**src/acf_pkg.sv**
```systemverilog
// ----------------------------------------------------------------------------
// acf_pkg: shared types and constants
// Opcodes, register indexes, reset values, word and result structs, face map.
// ----------------------------------------------------------------------------
package acf_pkg;

  typedef enum logic [1:0] {
    OP_OBSERVE = 2'd0,
    OP_UPDATE  = 2'd1,
    OP_HALT    = 2'd2,
    OP_RESET   = 2'd3
  } op_t;

  localparam int CFG_IDX_W = 3;
  localparam logic [CFG_IDX_W-1:0] CFG_ENABLE     = 3'd0;
  localparam logic [CFG_IDX_W-1:0] CFG_MIN_CONF   = 3'd1;
  localparam logic [CFG_IDX_W-1:0] CFG_INST_CONF  = 3'd2;
  localparam logic [CFG_IDX_W-1:0] CFG_CONF_COUNT = 3'd3;
  localparam logic [CFG_IDX_W-1:0] CFG_DWELL      = 3'd4;
  localparam logic [CFG_IDX_W-1:0] CFG_STALE      = 3'd5;
  localparam logic [CFG_IDX_W-1:0] CFG_HOLD       = 3'd6;
  localparam logic [CFG_IDX_W-1:0] CFG_FACE_MAP   = 3'd7;

  localparam logic        RST_ENABLE     = 1'b1;
  localparam logic [7:0]  RST_MIN_CONF   = 8'd128;
  localparam logic [7:0]  RST_INST_CONF  = 8'd230;
  localparam logic [7:0]  RST_CONF_COUNT = 8'd3;
  localparam logic [31:0] RST_DWELL      = 32'd0;
  localparam logic [31:0] RST_STALE      = 32'd2000;
  localparam logic [31:0] RST_HOLD       = 32'd500;
  localparam logic [20:0] RST_FACE_MAP   = 21'd0;

  localparam logic [2:0] CLS_UNKNOWN = 3'd0;
  localparam logic [2:0] FACE_IDLE   = 3'd0;
  localparam logic [2:0] FACE_MAX    = 3'd5;
  localparam logic [7:0] REPEAT_MAX  = 8'd255;

  localparam int CNT_NUM      = 7;
  localparam int CNT_OBSERVED = 0;
  localparam int CNT_UNKNOWN  = 1;
  localparam int CNT_WEAK     = 2;
  localparam int CNT_ACCEPTED = 3;
  localparam int CNT_DECAYS   = 4;
  localparam int CNT_HELD     = 5;
  localparam int CNT_CHANGES  = 6;

  typedef struct packed {
    logic        enable;
    logic [7:0]  conf_floor;
    logic [7:0]  conf_instant;
    logic [7:0]  confirm_count;
    logic [31:0] promote_dwell;
    logic [31:0] stale_after;
    logic [31:0] hold_time;
    logic [20:0] face_map;
  } cfg_t;

  typedef struct packed {
    op_t         opcode;
    logic [2:0]  affect;
    logic [7:0]  confidence;
    logic [31:0] now_ms;
    logic        halt_on;
    logic        mute;
  } item_t;

  typedef struct packed {
    logic [2:0]                 face;
    logic                       emit_new;
    logic [2:0]                 confirmed_affect;
    logic [CNT_NUM-1:0][31:0]   cnt;
  } res_t;

  function automatic logic [2:0] face_for(logic [20:0] fmap, logic [2:0] cls);
    logic [2:0] code;
    code = FACE_IDLE;
    if (cls != CLS_UNKNOWN) code = fmap[(int'(cls) - 1) * 3 +: 3];
    if (code > FACE_MAX) code = FACE_IDLE;
    return code;
  endfunction

endpackage

```
**src/acf_cfg.sv**
```systemverilog
// ----------------------------------------------------------------------------
// acf_cfg: configuration register file
// Holds the eight settings, written one word at a time by index.
// ----------------------------------------------------------------------------
module acf_cfg (
  input  logic                             clk,
  input  logic                             rst_n,
  input  logic                             wr_en,
  input  logic [acf_pkg::CFG_IDX_W-1:0]    wr_index,
  input  logic [31:0]                      wr_data,
  output acf_pkg::cfg_t                    cfg
);

  acf_pkg::cfg_t cfg_r;

  always_ff @(posedge clk) begin
    if (!rst_n) begin
      cfg_r.enable        <= acf_pkg::RST_ENABLE;
      cfg_r.conf_floor    <= acf_pkg::RST_MIN_CONF;
      cfg_r.conf_instant  <= acf_pkg::RST_INST_CONF;
      cfg_r.confirm_count <= acf_pkg::RST_CONF_COUNT;
      cfg_r.promote_dwell <= acf_pkg::RST_DWELL;
      cfg_r.stale_after   <= acf_pkg::RST_STALE;
      cfg_r.hold_time     <= acf_pkg::RST_HOLD;
      cfg_r.face_map      <= acf_pkg::RST_FACE_MAP;
    end else if (wr_en) begin
      case (wr_index)
        acf_pkg::CFG_ENABLE:     cfg_r.enable        <= wr_data[0];
        acf_pkg::CFG_MIN_CONF:   cfg_r.conf_floor    <= wr_data[7:0];
        acf_pkg::CFG_INST_CONF:  cfg_r.conf_instant  <= wr_data[7:0];
        acf_pkg::CFG_CONF_COUNT: cfg_r.confirm_count <= wr_data[7:0];
        acf_pkg::CFG_DWELL:      cfg_r.promote_dwell <= wr_data;
        acf_pkg::CFG_STALE:      cfg_r.stale_after   <= wr_data;
        acf_pkg::CFG_HOLD:       cfg_r.hold_time     <= wr_data;
        acf_pkg::CFG_FACE_MAP:   cfg_r.face_map      <= wr_data[20:0];
        default: ;
      endcase
    end
  end

  assign cfg = cfg_r;

endmodule

```
**src/acf_core.sv**
```systemverilog
// ----------------------------------------------------------------------------
// acf_core: qualifier state and single-pass update
// Applies one word to the evidence, face and counter state and forms its result.
// ----------------------------------------------------------------------------
module acf_core (
  input  logic           clk,
  input  logic           rst_n,
  input  logic           fire,
  input  acf_pkg::item_t item,
  input  acf_pkg::cfg_t  cfg,
  output acf_pkg::res_t  res,
  output logic           halted
);

  logic        halted_r, halted_nxt;
  logic [2:0]  shown_r, shown_nxt;
  logic [2:0]  emitted_r, emitted_nxt;
  logic [2:0]  confc_r, confc_nxt;
  logic [2:0]  pclass_r, pclass_nxt;
  logic [7:0]  prep_r, prep_nxt;
  logic [31:0] pstart_r, pstart_nxt;
  logic [7:0]  pconf_r, pconf_nxt;
  logic        have_r, have_nxt;
  logic [31:0] lread_r, lread_nxt;
  logic [31:0] lchg_r, lchg_nxt;
  logic        ever_r, ever_nxt;
  logic [31:0] cnt_r   [acf_pkg::CNT_NUM];
  logic [31:0] cnt_nxt [acf_pkg::CNT_NUM];

  logic        soft_rst;
  logic        emit;
  logic [2:0]  want;
  logic [31:0] age_read, age_pend, age_chg;
  logic        count_hit, conf_hit, dwell_hit;

  assign age_read  = item.now_ms - lread_r;
  assign age_pend  = item.now_ms - pstart_r;
  assign age_chg   = item.now_ms - lchg_r;
  assign count_hit = prep_r >= cfg.confirm_count;
  assign conf_hit  = pconf_r >= cfg.conf_instant;
  assign dwell_hit = (cfg.promote_dwell != 32'd0) && (age_pend >= cfg.promote_dwell);

  always_comb begin
    halted_nxt  = halted_r;
    shown_nxt   = shown_r;
    emitted_nxt = emitted_r;
    confc_nxt   = confc_r;
    pclass_nxt  = pclass_r;
    prep_nxt    = prep_r;
    pstart_nxt  = pstart_r;
    pconf_nxt   = pconf_r;
    have_nxt    = have_r;
    lread_nxt   = lread_r;
    lchg_nxt    = lchg_r;
    ever_nxt    = ever_r;
    cnt_nxt     = cnt_r;
    soft_rst    = 1'b0;
    emit        = 1'b0;
    want        = acf_pkg::FACE_IDLE;
    case (item.opcode)
      acf_pkg::OP_OBSERVE: begin
        cnt_nxt[acf_pkg::CNT_OBSERVED] = cnt_r[acf_pkg::CNT_OBSERVED] + 32'd1;
        if (!halted_r) begin
          if (item.affect == acf_pkg::CLS_UNKNOWN) begin
            cnt_nxt[acf_pkg::CNT_UNKNOWN] = cnt_r[acf_pkg::CNT_UNKNOWN] + 32'd1;
          end else if (item.confidence < cfg.conf_floor) begin
            cnt_nxt[acf_pkg::CNT_WEAK] = cnt_r[acf_pkg::CNT_WEAK] + 32'd1;
          end else begin
            cnt_nxt[acf_pkg::CNT_ACCEPTED] = cnt_r[acf_pkg::CNT_ACCEPTED] + 32'd1;
            have_nxt  = 1'b1;
            lread_nxt = item.now_ms;
            pconf_nxt = item.confidence;
            if (item.affect == pclass_r) begin
              if (prep_r != acf_pkg::REPEAT_MAX) prep_nxt = prep_r + 8'd1;
            end else begin
              pclass_nxt = item.affect;
              prep_nxt   = 8'd1;
              pstart_nxt = item.now_ms;
            end
          end
        end
      end
      acf_pkg::OP_UPDATE: begin
        if (halted_r) begin
          shown_nxt = acf_pkg::FACE_IDLE;
        end else if (!cfg.enable) begin
          shown_nxt  = acf_pkg::FACE_IDLE;
          confc_nxt  = acf_pkg::CLS_UNKNOWN;
          have_nxt   = 1'b0;
          pclass_nxt = acf_pkg::CLS_UNKNOWN;
          prep_nxt   = 8'd0;
        end else begin
          if (have_r && (age_read >= cfg.stale_after)) begin
            have_nxt   = 1'b0;
            pclass_nxt = acf_pkg::CLS_UNKNOWN;
            prep_nxt   = 8'd0;
            if (confc_r != acf_pkg::CLS_UNKNOWN)
              cnt_nxt[acf_pkg::CNT_DECAYS] = cnt_r[acf_pkg::CNT_DECAYS] + 32'd1;
            confc_nxt  = acf_pkg::CLS_UNKNOWN;
          end
          if ((pclass_nxt != acf_pkg::CLS_UNKNOWN) && (pclass_nxt != confc_nxt) &&
              (count_hit || conf_hit || dwell_hit))
            confc_nxt = pclass_nxt;
          want = acf_pkg::face_for(cfg.face_map, confc_nxt);
          if (want != shown_r) begin
            if (ever_r && (age_chg < cfg.hold_time)) begin
              cnt_nxt[acf_pkg::CNT_HELD] = cnt_r[acf_pkg::CNT_HELD] + 32'd1;
            end else begin
              shown_nxt = want;
              lchg_nxt  = item.now_ms;
              ever_nxt  = 1'b1;
              cnt_nxt[acf_pkg::CNT_CHANGES] = cnt_r[acf_pkg::CNT_CHANGES] + 32'd1;
            end
          end
        end
        if (!item.mute && (shown_nxt != emitted_r)) begin
          emitted_nxt = shown_nxt;
          emit        = 1'b1;
        end
      end
      acf_pkg::OP_HALT: begin
        if (item.halt_on != halted_r) begin
          halted_nxt = item.halt_on;
          soft_rst   = 1'b1;
        end
      end
      acf_pkg::OP_RESET: begin
        soft_rst = 1'b1;
      end
      default: ;
    endcase
    if (soft_rst) begin
      shown_nxt  = acf_pkg::FACE_IDLE;
      confc_nxt  = acf_pkg::CLS_UNKNOWN;
      pclass_nxt = acf_pkg::CLS_UNKNOWN;
      prep_nxt   = 8'd0;
      pstart_nxt = item.now_ms;
      pconf_nxt  = 8'd0;
      have_nxt   = 1'b0;
      lread_nxt  = item.now_ms;
      lchg_nxt   = item.now_ms;
      ever_nxt   = 1'b0;
    end
  end

  always_ff @(posedge clk) begin
    if (!rst_n) begin
      halted_r  <= 1'b0;
      shown_r   <= acf_pkg::FACE_IDLE;
      emitted_r <= acf_pkg::FACE_IDLE;
      confc_r   <= acf_pkg::CLS_UNKNOWN;
      pclass_r  <= acf_pkg::CLS_UNKNOWN;
      prep_r    <= 8'd0;
      pstart_r  <= 32'd0;
      pconf_r   <= 8'd0;
      have_r    <= 1'b0;
      lread_r   <= 32'd0;
      lchg_r    <= 32'd0;
      ever_r    <= 1'b0;
      for (int i = 0; i < acf_pkg::CNT_NUM; i++) cnt_r[i] <= 32'd0;
    end else if (fire) begin
      halted_r  <= halted_nxt;
      shown_r   <= shown_nxt;
      emitted_r <= emitted_nxt;
      confc_r   <= confc_nxt;
      pclass_r  <= pclass_nxt;
      prep_r    <= prep_nxt;
      pstart_r  <= pstart_nxt;
      pconf_r   <= pconf_nxt;
      have_r    <= have_nxt;
      lread_r   <= lread_nxt;
      lchg_r    <= lchg_nxt;
      ever_r    <= ever_nxt;
      for (int i = 0; i < acf_pkg::CNT_NUM; i++) cnt_r[i] <= cnt_nxt[i];
    end
  end

  always_comb begin
    res.face             = shown_nxt;
    res.emit_new         = emit;
    res.confirmed_affect = confc_nxt;
    for (int i = 0; i < acf_pkg::CNT_NUM; i++) res.cnt[i] = cnt_nxt[i];
  end

  assign halted = halted_r;

endmodule

```
**src/affect_confirm_and_hold_top.sv**
```systemverilog
// ----------------------------------------------------------------------------
// affect_confirm_and_hold_top: affect confirm-and-hold qualifier
// Path: an accepted word is held in the input reg, then its result is loaded
// into the result reg; a stalled output keeps the word in the input reg.
// Throughput: one word per cycle while out_ready keeps the result reg free; the state update is one pass between regs.
// Reset: synchronous rst_n restores all settings to defaults, clears state
// and counters; the block accepts words in the first cycle after reset.
// ----------------------------------------------------------------------------
module affect_confirm_and_hold_top (
  input  logic        clk,
  input  logic        rst_n,
  input  logic        in_valid,
  output logic        in_ready,
  input  logic [1:0]  in_opcode,
  input  logic [2:0]  in_affect,
  input  logic [7:0]  in_confidence,
  input  logic [31:0] in_now_ms,
  input  logic        in_halt_on,
  input  logic        in_mute,
  output logic        out_valid,
  input  logic        out_ready,
  output logic [2:0]  out_face,
  output logic        out_emit_new,
  output logic [2:0]  out_confirmed_affect,
  output logic [31:0] out_count_observed,
  output logic [31:0] out_count_unknown,
  output logic [31:0] out_count_weak,
  output logic [31:0] out_count_accepted,
  output logic [31:0] out_count_decays,
  output logic [31:0] out_count_held,
  output logic [31:0] out_count_changes,
  input  logic        cfg_valid,
  output logic        cfg_ready,
  input  logic [2:0]  cfg_index,
  input  logic [31:0] cfg_data
);

  acf_pkg::cfg_t  cfg;
  acf_pkg::item_t s1_item_r;
  acf_pkg::res_t  core_res;
  acf_pkg::res_t  out_res_r;
  logic           s1_valid_r;
  logic           out_valid_r;
  logic           s1_adv;
  logic           s1_fire;
  logic           core_halted;

  assign cfg_ready = 1'b1;
  assign s1_adv    = !out_valid_r || out_ready;
  assign s1_fire   = s1_valid_r && s1_adv;
  assign in_ready  = !s1_valid_r || s1_adv;

  acf_cfg u_cfg (
    .clk      (clk),
    .rst_n    (rst_n),
    .wr_en    (cfg_valid && cfg_ready),
    .wr_index (cfg_index),
    .wr_data  (cfg_data),
    .cfg      (cfg)
  );

  acf_core u_core (
    .clk    (clk),
    .rst_n  (rst_n),
    .fire   (s1_fire),
    .item   (s1_item_r),
    .cfg    (cfg),
    .res    (core_res),
    .halted (core_halted)
  );

  always_ff @(posedge clk) begin
    if (!rst_n) begin
      s1_valid_r <= 1'b0;
    end else if (in_ready) begin
      s1_valid_r <= in_valid;
    end
  end

  always_ff @(posedge clk) begin
    if (in_valid && in_ready) begin
      s1_item_r.opcode     <= acf_pkg::op_t'(in_opcode);
      s1_item_r.affect     <= in_affect;
      s1_item_r.confidence <= in_confidence;
      s1_item_r.now_ms     <= in_now_ms;
      s1_item_r.halt_on    <= in_halt_on;
      s1_item_r.mute       <= in_mute;
    end
  end

  always_ff @(posedge clk) begin
    if (!rst_n) begin
      out_valid_r <= 1'b0;
    end else if (s1_adv) begin
      out_valid_r <= s1_valid_r;
    end
  end

  always_ff @(posedge clk) begin
    if (s1_fire) begin
      out_res_r <= core_res;
    end
  end

  assign out_valid            = out_valid_r;
  assign out_face             = out_res_r.face;
  assign out_emit_new         = out_res_r.emit_new;
  assign out_confirmed_affect = out_res_r.confirmed_affect;
  assign out_count_observed   = out_res_r.cnt[acf_pkg::CNT_OBSERVED];
  assign out_count_unknown    = out_res_r.cnt[acf_pkg::CNT_UNKNOWN];
  assign out_count_weak       = out_res_r.cnt[acf_pkg::CNT_WEAK];
  assign out_count_accepted   = out_res_r.cnt[acf_pkg::CNT_ACCEPTED];
  assign out_count_decays     = out_res_r.cnt[acf_pkg::CNT_DECAYS];
  assign out_count_held       = out_res_r.cnt[acf_pkg::CNT_HELD];
  assign out_count_changes    = out_res_r.cnt[acf_pkg::CNT_CHANGES];

  a_emit_only_update: assert property (@(posedge clk) disable iff (!rst_n)
    s1_fire && (s1_item_r.opcode != acf_pkg::OP_UPDATE) |-> !core_res.emit_new)
    else $error("emit flagged on a non-update word");

  a_face_range: assert property (@(posedge clk) disable iff (!rst_n)
    out_valid_r |-> (out_res_r.face <= acf_pkg::FACE_MAX))
    else $error("face code out of range");

  a_halted_idle: assert property (@(posedge clk) disable iff (!rst_n)
    s1_fire && core_halted && (s1_item_r.opcode != acf_pkg::OP_HALT) |->
      (core_res.face == acf_pkg::FACE_IDLE) &&
      (core_res.confirmed_affect == acf_pkg::CLS_UNKNOWN))
    else $error("halted block shows a face or confirmed class");

  a_result_loaded: assert property (@(posedge clk) disable iff (!rst_n)
    s1_fire |=> out_valid_r)
    else $error("processed word did not reach result register");

endmodule
```
**config.mk**
```make
export PLATFORM = sky130hd
export DESIGN_NAME = affect_confirm_and_hold_top
export DESIGN_NICKNAME = d
export VERILOG_FILES = /design/src/acf_pkg.sv /design/src/acf_cfg.sv /design/src/acf_core.sv /design/src/affect_confirm_and_hold_top.sv
export SDC_FILE = /design/constraint.sdc
export NUM_CORES = 2
export LEC_CHECK = 0
export ABC_AREA = 0
export CORE_UTILIZATION = 50
export CTS_BUF_LIST = sky130_fd_sc_hd__clkbuf_4 sky130_fd_sc_hd__clkbuf_8
export DETAILED_ROUTE_END_ITERATION = 16
export DONT_BUFFER_PORTS = 1
export HOLD_SLACK_MARGIN = 0.15
export PLACE_DENSITY = 0.75
export SKIP_LAST_GASP = 1
export SYNTH_ARGS = -nofsm -noshare
export SYNTH_HDL_FRONTEND = slang
export SYNTH_SLANG_ARGS = --single-unit
```
**constraint.sdc**
```tcl
create_clock -name clk -period 11.2 [get_ports clk]
set_input_delay 1.12 -clock clk [delete_from_list [all_inputs] [get_ports clk]]
set_output_delay 1.12 -clock clk [all_outputs]
set_load 0.02 [all_outputs]
```
== After elaboration in Yosys (flattened, before gate mapping) ==
Index checks and enable logic that the tools add are counted.

* Register bits: 773
* Input bits: 87
* Output and inout bits: 234
* Logic and storage cells: 239

* $add $sub $neg: 12
* $mul: 1
* $lt $le $gt $ge: 7
* Equality and inequality tests: 28
* Shifts and indexed selects: 1
* Multiplexer cells: 102
* Reductions and logical operators: 43

{| class="wikitable"
|+ Operator list
! cell !! count
|-
| 32-bit 2-to-1 mux || 24
|-
| 96-bit 2-to-1 mux || 4
|-
| 32-bit by 1-bit adder with 32-bit output, second input constant || 7
|-
| 128-bit 2-to-1 mux || 1
|-
| 64-bit 2-to-1 mux || 2
|-
| 3-bit 2-to-1 mux || 38
|-
| 8-bit 2-to-1 mux || 14
|-
| 32-bit subtractor || 3
|-
| 32-bit >= comparator || 2
|-
| 32-bit less-than comparator || 1
|-
| 32-bit by 3-bit multiplier with 32-bit output, second input constant || 1
|-
| 32-bit nonzero test || 1
|-
| 21-bit by 32-bit variable part select with 3-bit output || 1
|-
| 8-bit >= comparator || 2
|-
| 8-bit one-hot mux with 2 select lines || 1
|-
| 2-bit AND reduction || 8
|-
| 1-bit 2-to-1 mux || 15
|-
| 7-bit AND reduction || 2
|-
| 3-bit == test, second input constant || 4
|-
| 6-bit AND reduction || 2
|-
| 3-bit nonzero test || 4
|-
| 3-bit by 2-bit != test with 1-bit output, second input constant || 3
|-
| 3-bit != test || 3
|-
| 8-bit by 1-bit adder with 8-bit output, second input constant || 1
|-
| other kinds (26) || 50
|}

== Depth between registers and ports, before layout ==
* Depth in word-level cells: 34
* Depth in mapped cells: 55
* Depth with buffers taken out: 51

== Hierarchy ==
A second synthesis with hierarchy kept.

* Cell total of the unflattened synthesis: 4407
* Area, all modules: 41202.0 µm²

{| class="wikitable"
|+ By module, submodules not included
! module !! times used !! cells each !! area an instance (µm²) !! sequential area each (µm²)
|-
| acf_core || 1 || 3599 || 27292.4 || 7026.7
|-
| affect_confirm_and_hold_top || 1 || 289 || 8463.1 || 8388.0
|-
| acf_cfg || 1 || 519 || 5446.5 || 2842.7
|}

== Least setup slack after synthesis ==
Ideal clock, no wire load.

* Path kind: reg2reg
* Start: reg s1_item_r[2] (netlist bit)
* End: reg out_res_r (netlist bit out_count_held[28]), data pin
* Setup time: 260 ps
* Arrival: 9881 ps
* Data required time: 10940 ps
* Path slack: 1059 ps
* Cell stages (with the launch flop): 53
* Buffers on the path: 3
* Clock period less this slack: 10141 ps
* Path through: edfxtp_1 > inv_1 > ha_1 > inv_1 > fa_1 > a21o_1 > a21oi_1 > o21bai_1 > a21oi_1 > o21bai_1 > a21oi_1 > o21ai_0 > o2111ai_1 > a31oi_1 > nand2b_1 > a31oi_1 > a211o_1 > a21oi_1 > [17 not listed] > inv_1 > fa_1 > clkbuf_1 > nand2_1 > nor3_1 > nor2_1 > nand2_1 > o22ai_1 > a31o_2 > o211a_1 > nor4_1 > a31o_2 > a21oi_1 > a22o_4 > nor4_4 > nand3_2 > nor3_1 > xnor2_1

{| class="wikitable"
|+ RTL lines
! element !! line !! RTL
|-
| start: declaration || affect_confirm_and_hold_top.sv:39 || <nowiki>acf_pkg::item_t s1_item_r;</nowiki>
|-
| end signal: assignment || affect_confirm_and_hold_top.sv:101 || <nowiki>out_res_r <= core_res;</nowiki>
|-
| end: declaration || affect_confirm_and_hold_top.sv:41 || <nowiki>acf_pkg::res_t out_res_r;</nowiki>
|}

== Worst setup path in the final report ==
* Start: reg s1_item_r[3] (netlist bit)
* End: reg u_core.cnt_r[60] (netlist bit)

* Longest elaborated chain between the ends: 31
* Elaborated cells on any way between the ends: 45
* Those cells by class: 4 x add/sub; 1 x mul; 4 x order compare; 2 x eq/ne; 1 x shift; 25 x mux; 8 x reduce/logical

{| class="wikitable"
|+ Ends and longest elaborated chain
! element !! line !! RTL
|-
| 32-bit subtractor || acf_core.sv:36 || <nowiki>assign age_read = item.now_ms - lread_r;</nowiki>
|-
| 32-bit >= comparator || acf_core.sv:93 || <nowiki>if (have_r && (age_read >= cfg.stale_after)) begin</nowiki>
|-
| 1-bit logical AND || acf_core.sv:93 ||
|-
| 3-bit 2-to-1 mux || acf_core.sv:93 ||
|-
| 3-bit 2-to-1 mux || acf_core.sv:86 || <nowiki>end else if (!cfg.enable) begin</nowiki>
|-
| 3-bit 2-to-1 mux || acf_core.sv:84 || <nowiki>if (halted_r) begin</nowiki>
|-
| 3-bit 2-to-1 mux || acf_core.sv:60 || <nowiki>case (item.opcode)</nowiki>
|-
| 3-bit != test / 3-bit nonzero test (equally long branches) || acf_core.sv:101 || <nowiki>if ((pclass_nxt != acf_pkg::CLS_UNKNOWN) && (pclass_nxt != confc_nxt) &&</nowiki>
|-
| [15 not listed] || - ||
|-
| 3-bit 2-to-1 mux || acf_core.sv:86 ||
|-
| 3-bit 2-to-1 mux || acf_core.sv:84 ||
|-
| 3-bit 2-to-1 mux || acf_core.sv:60 ||
|-
| 3-bit != test || acf_core.sv:105 || <nowiki>if (want != shown_r) begin</nowiki>
|-
| 64-bit 2-to-1 mux * || acf_core.sv:105 ||
|-
| 96-bit 2-to-1 mux * || acf_core.sv:86 ||
|-
| 96-bit 2-to-1 mux * || acf_core.sv:84 ||
|-
| 96-bit 2-to-1 mux * || acf_core.sv:60 ||
|-
| end: declaration || acf_core.sv:27 || <nowiki>logic [31:0] cnt_r [acf_pkg::CNT_NUM];</nowiki>
|}

Every way passes the cells marked *; elsewhere a longest branch is shown, timed or not. The select of a mux whose other input is x is not followed.
A chain may end at the register's enable or synchronous reset.

==> flow_summary.json <==
{
  "layout-drive-gt1-share": 0.0780,
  "hold_viol_final": 0,
  "first_pass_iters": 6,
  "cts_tree": "built",
  "dpl_worst_slack_ns": 0.430,
  "synth_nets": 4707,
  "tightest_slew_ns": 1.20,
  "yosysMostFrequentCell": "nand2_1",
  "grt_max_degree": 197,
  "max_stage_delay_ns": 0.59,
  "cp.arrival_ns": 11.17,
  "p_per_area_mw_per_mm2": 147,
  "die_height_um": 284,
  "initial_utilization": 0.505,
  "ys_warn_count": 0,
  "rows": 103,
  "cts_hold_buf": 0,
  "async_flop_share": 0,
  "p_leak_nw": 16.1,
  "fill_cells": 6912,
  "vias": 30600,
  "rsz0062_at_grt": "no",
  "critPathMaxFanout": 18,
  "setup_viol": 0,
  "syn_area_per_cell_um2": 9.07,
  "avgRoutedWirePerCell_um": 17.1,
  "clkLatencyLatePin_ns": 0.83,
  "syn_inst": 4391,
  "fin_crit_sh": 0.931,
  "synth_cell_type_count": 98,
  "antenna_found_initial": 11,
  "htree_num_levels": 4,
  "maxCapViolations": 0,
  "yosysTopAreaCell": "dfxtp_1",
  "fin_ws_ns": 0.770,
  "first_global_vias": 28800,
  "worstSetupStartpoint": "s1_item_r[3]",
  "areaGrowthSynthToFinish_pct": 10.1,
  "grt_usage": 0.231,
  "r2r_slack_ns": 0.77,
  "r2r_cells": 42,
  "ys_seq_area_frac": 0.459,
  "gp_congestion": 0.934,
  "drc": 0,
  "synth_top_cell_area_share": 0.249,
  "slew_viol_final": 0,
  "setup_tns_ns": 0,
  "r2r-start": "s1_item_r[3]",
  "num_io_pins": 321,
  "outcome": "finished, final reports clean",
  "syn_area_mm2": 0.0398,
  "via_per_inst": 5.51,
  "critPathKind": "flip-flop to flip-flop",
  "synthTopCellsByCount": "nand2_1 (670), dfxtp_1 (495), nor2_1 (388), a21oi_1 (366), edfxtp_1 (278)",
  "core_mm2": 0.0789,
  "synth_ff_type": "dfxtp_1",
  "die_w_um": 284,
  "io_buffers": 0,
  "cp-start-kind": "flip-flop",
  "crit_end": "u_core.cnt_r[60]",
  "dieArea_mm2": 0.0807,
  "hold_path_class": "input port to flip-flop",
  "drt_iter0_markers": 2168,
  "finalNetCount": 4706,
  "clockRootBuffer": "clkbuf_8",
  "cts.sinks": 773,
  "ir_worst_vdd_mv": 0.133,
  "fin_skew_ns": 0.0625,
  "endpoint_kind": "flip-flop",
  "grt_first_pass_wirelength_um": 151000,
  "cts_buffers": 132,
  "ant_nets": 0,
  "synth_edf_count": 278,
  "r2r-end": "u_core.cnt_r[60]",
  "cp_common_cell": "ha_1",
  "required_ns": 11.94,
  "slowest_stage": "edfxtp_1",
  "path_clk_slew_ns": 0.06,
  "drt-total-wl_um": 95100,
  "grt-ovfl-total": 0,
  "ys_top_cells_by_area": "dfxtp_1 (25%), edfxtp_1 (21%), ha_1 (7.0%)",
  "clk_path_buf_depth": 3,
  "slew_headroom": 0.196,
  "ys_ff_latch": 773,
  "max_freq_mhz": 95.9,
  "period_minus_slack_ns": 10.43,
  "hpwl_um": 66400
}
[timing repair]
item                       4_1_cts  5_1_grt
setup buffers                    0       11
setup endpoints to repair        0      119
resized for setup                0       10
[cells by family after synthesis]
kind of cell	count (synthesis)	synth area share
DFF	773	0.459
buffers and inverters	457	0.0437
other	1	0.0000942
adders and majority gates	229	0.0729
muxes	58	0.0155
AOI/OAI and AO/OA	747	0.116
and+or+nand+nor	1662	0.191
xor gates and xnor gates	464	0.102
[worst min path at each step]
stage | startpoint | end | slack (ns) | depth (start not counted)
final | rst_n | u_cfg.cfg[141] | 0.41 | 1
after global routing | in_confidence[0] | s1_item_r[34] | 0.36 | 0
after CTS | in_now_ms[26] | s1_item_r[28] | 0.35 | 0
after detailed placement | u_core.pstart_r[23] | u_core.pstart_r[23] | 0.45 | 2
after global placement | u_core.lread_r[9] | u_core.lread_r[9] | 0.44 | 2
after floorplan | u_cfg.cfg[21] | u_cfg.cfg[21] | 0.43 | 2
[report_power, final]
part	switching, mW	total (mW)	internal, mW
registers	0.113	3.10	2.99
clock network	1.23	2.75	1.52
logic	0.369	0.606	0.237
total	1.71	6.46	4.75
[cell usage in the layout (no fill, tap or decap), types with 8 or more instances in the layout]
cell type | Yosys | final
nor4_1 | 20 | 18
o21ai_1 | 10 | 8
nor2b_1 | 18 | 18
nor2_1 | 388 | 385
or2_2 | 14 | 14
a21oi_1 | 366 | 362
dfxtp_1 | 495 | 495
o21a_1 | 24 | 24
a31oi_1 | 13 | 13
a22oi_1 | 14 | 14
a211oi_1 | 18 | 18
ha_1 | 224 | 224
buf_4 | 3 | 46
mux2_2 | 9 | 9
mux2i_1 | 47 | 47
o211ai_1 | 33 | 33
or4_1 | 13 | 13
o21bai_1 | 13 | 13
nand4_1 | 76 | 76
and2_1 | 43 | 42
a31o_2 | 8 | 8
nand3_1 | 141 | 141
clkbuf_8 | 0 | 159
and4_1 | 14 | 14
o21ai_0 | 107 | 106
nor3_1 | 82 | 79
and3_1 | 63 | 63
clkinv_1 | 0 | 17
or3_1 | 70 | 69
clkinv_2 | 0 | 10
o31ai_1 | 17 | 17
xnor2_1 | 202 | 202
clkbuf_4 | 0 | 40
edfxtp_1 | 278 | 278
nand2_1 | 670 | 669
nand2b_1 | 22 | 21
xor2_1 | 262 | 262
inv_1 | 271 | 271
a21o_1 | 36 | 36
[state kept, by name, indices dropped and copies added (netlist names), 32 cells and up]
signal,cells
u_core.cnt_r,224
u_cfg.cfg,142
s1_item_r,47
out_count_accepted,32
out_count_changes,32
out_count_decays,32
out_count_held,32
out_count_observed,32
out_count_unknown,32
out_count_weak,32
u_core.lchg_r,32
u_core.lread_r,32
u_core.pstart_r,32
[layout make-up]
type,count,area [µm²],share of cell area
timing repair buffer,49,400,0.00914
clock inverter,44,405,0.00925
tap,1050,1310,0.0300
antenna,6,15.0,0.000343
clock buffer,199,2490,0.0568
inverter,273,1040,0.0237
multi-input combinational,3161,19900,0.454
sequential,773,18300,0.417
[routing by layer]
layer | GRT usage | share of wire
met2 | 0.380 | 0.47
met1 | 0.293 | 0.43
met3 | 0.0554 | 0.070
met4 | 0.0860 | 0.029
met5 | 0 | 0.00044
[worst max-delay path, delay by kind of cell, from the launching register on]
kind,cells,cell delay [ns]
buf+inv,3,0.38
flops,1,0.59
xor+xnor,3,0.69
compound gates,18,3.96
fa+ha+maj,6,1.63
simple gates,12,3.15
[per-stage QoR]
| step | cells | instance area [µm²] | utilization | power (mW) | hold slack [ns] |
|---|---|---|---|---|---|
| after CTS | 5538 | 43700 | 0.554 | 6.52 | 0.347 |
| after floorplan | 4391 | 39800 | - | 3.61 | 0.434 |
| after global routing | 5552 | 43800 | 0.556 | 6.72 | 0.362 |
| after detailed placement | 5295 | 40800 | 0.517 | 3.77 | 0.446 |
| final | 5555 | 43800 | 0.556 | 6.46 | 0.409 |
| after global placement | 5295 | 40800 | 0.517 | 3.75 | 0.441 |
Power figures use the tool's default switching activity.
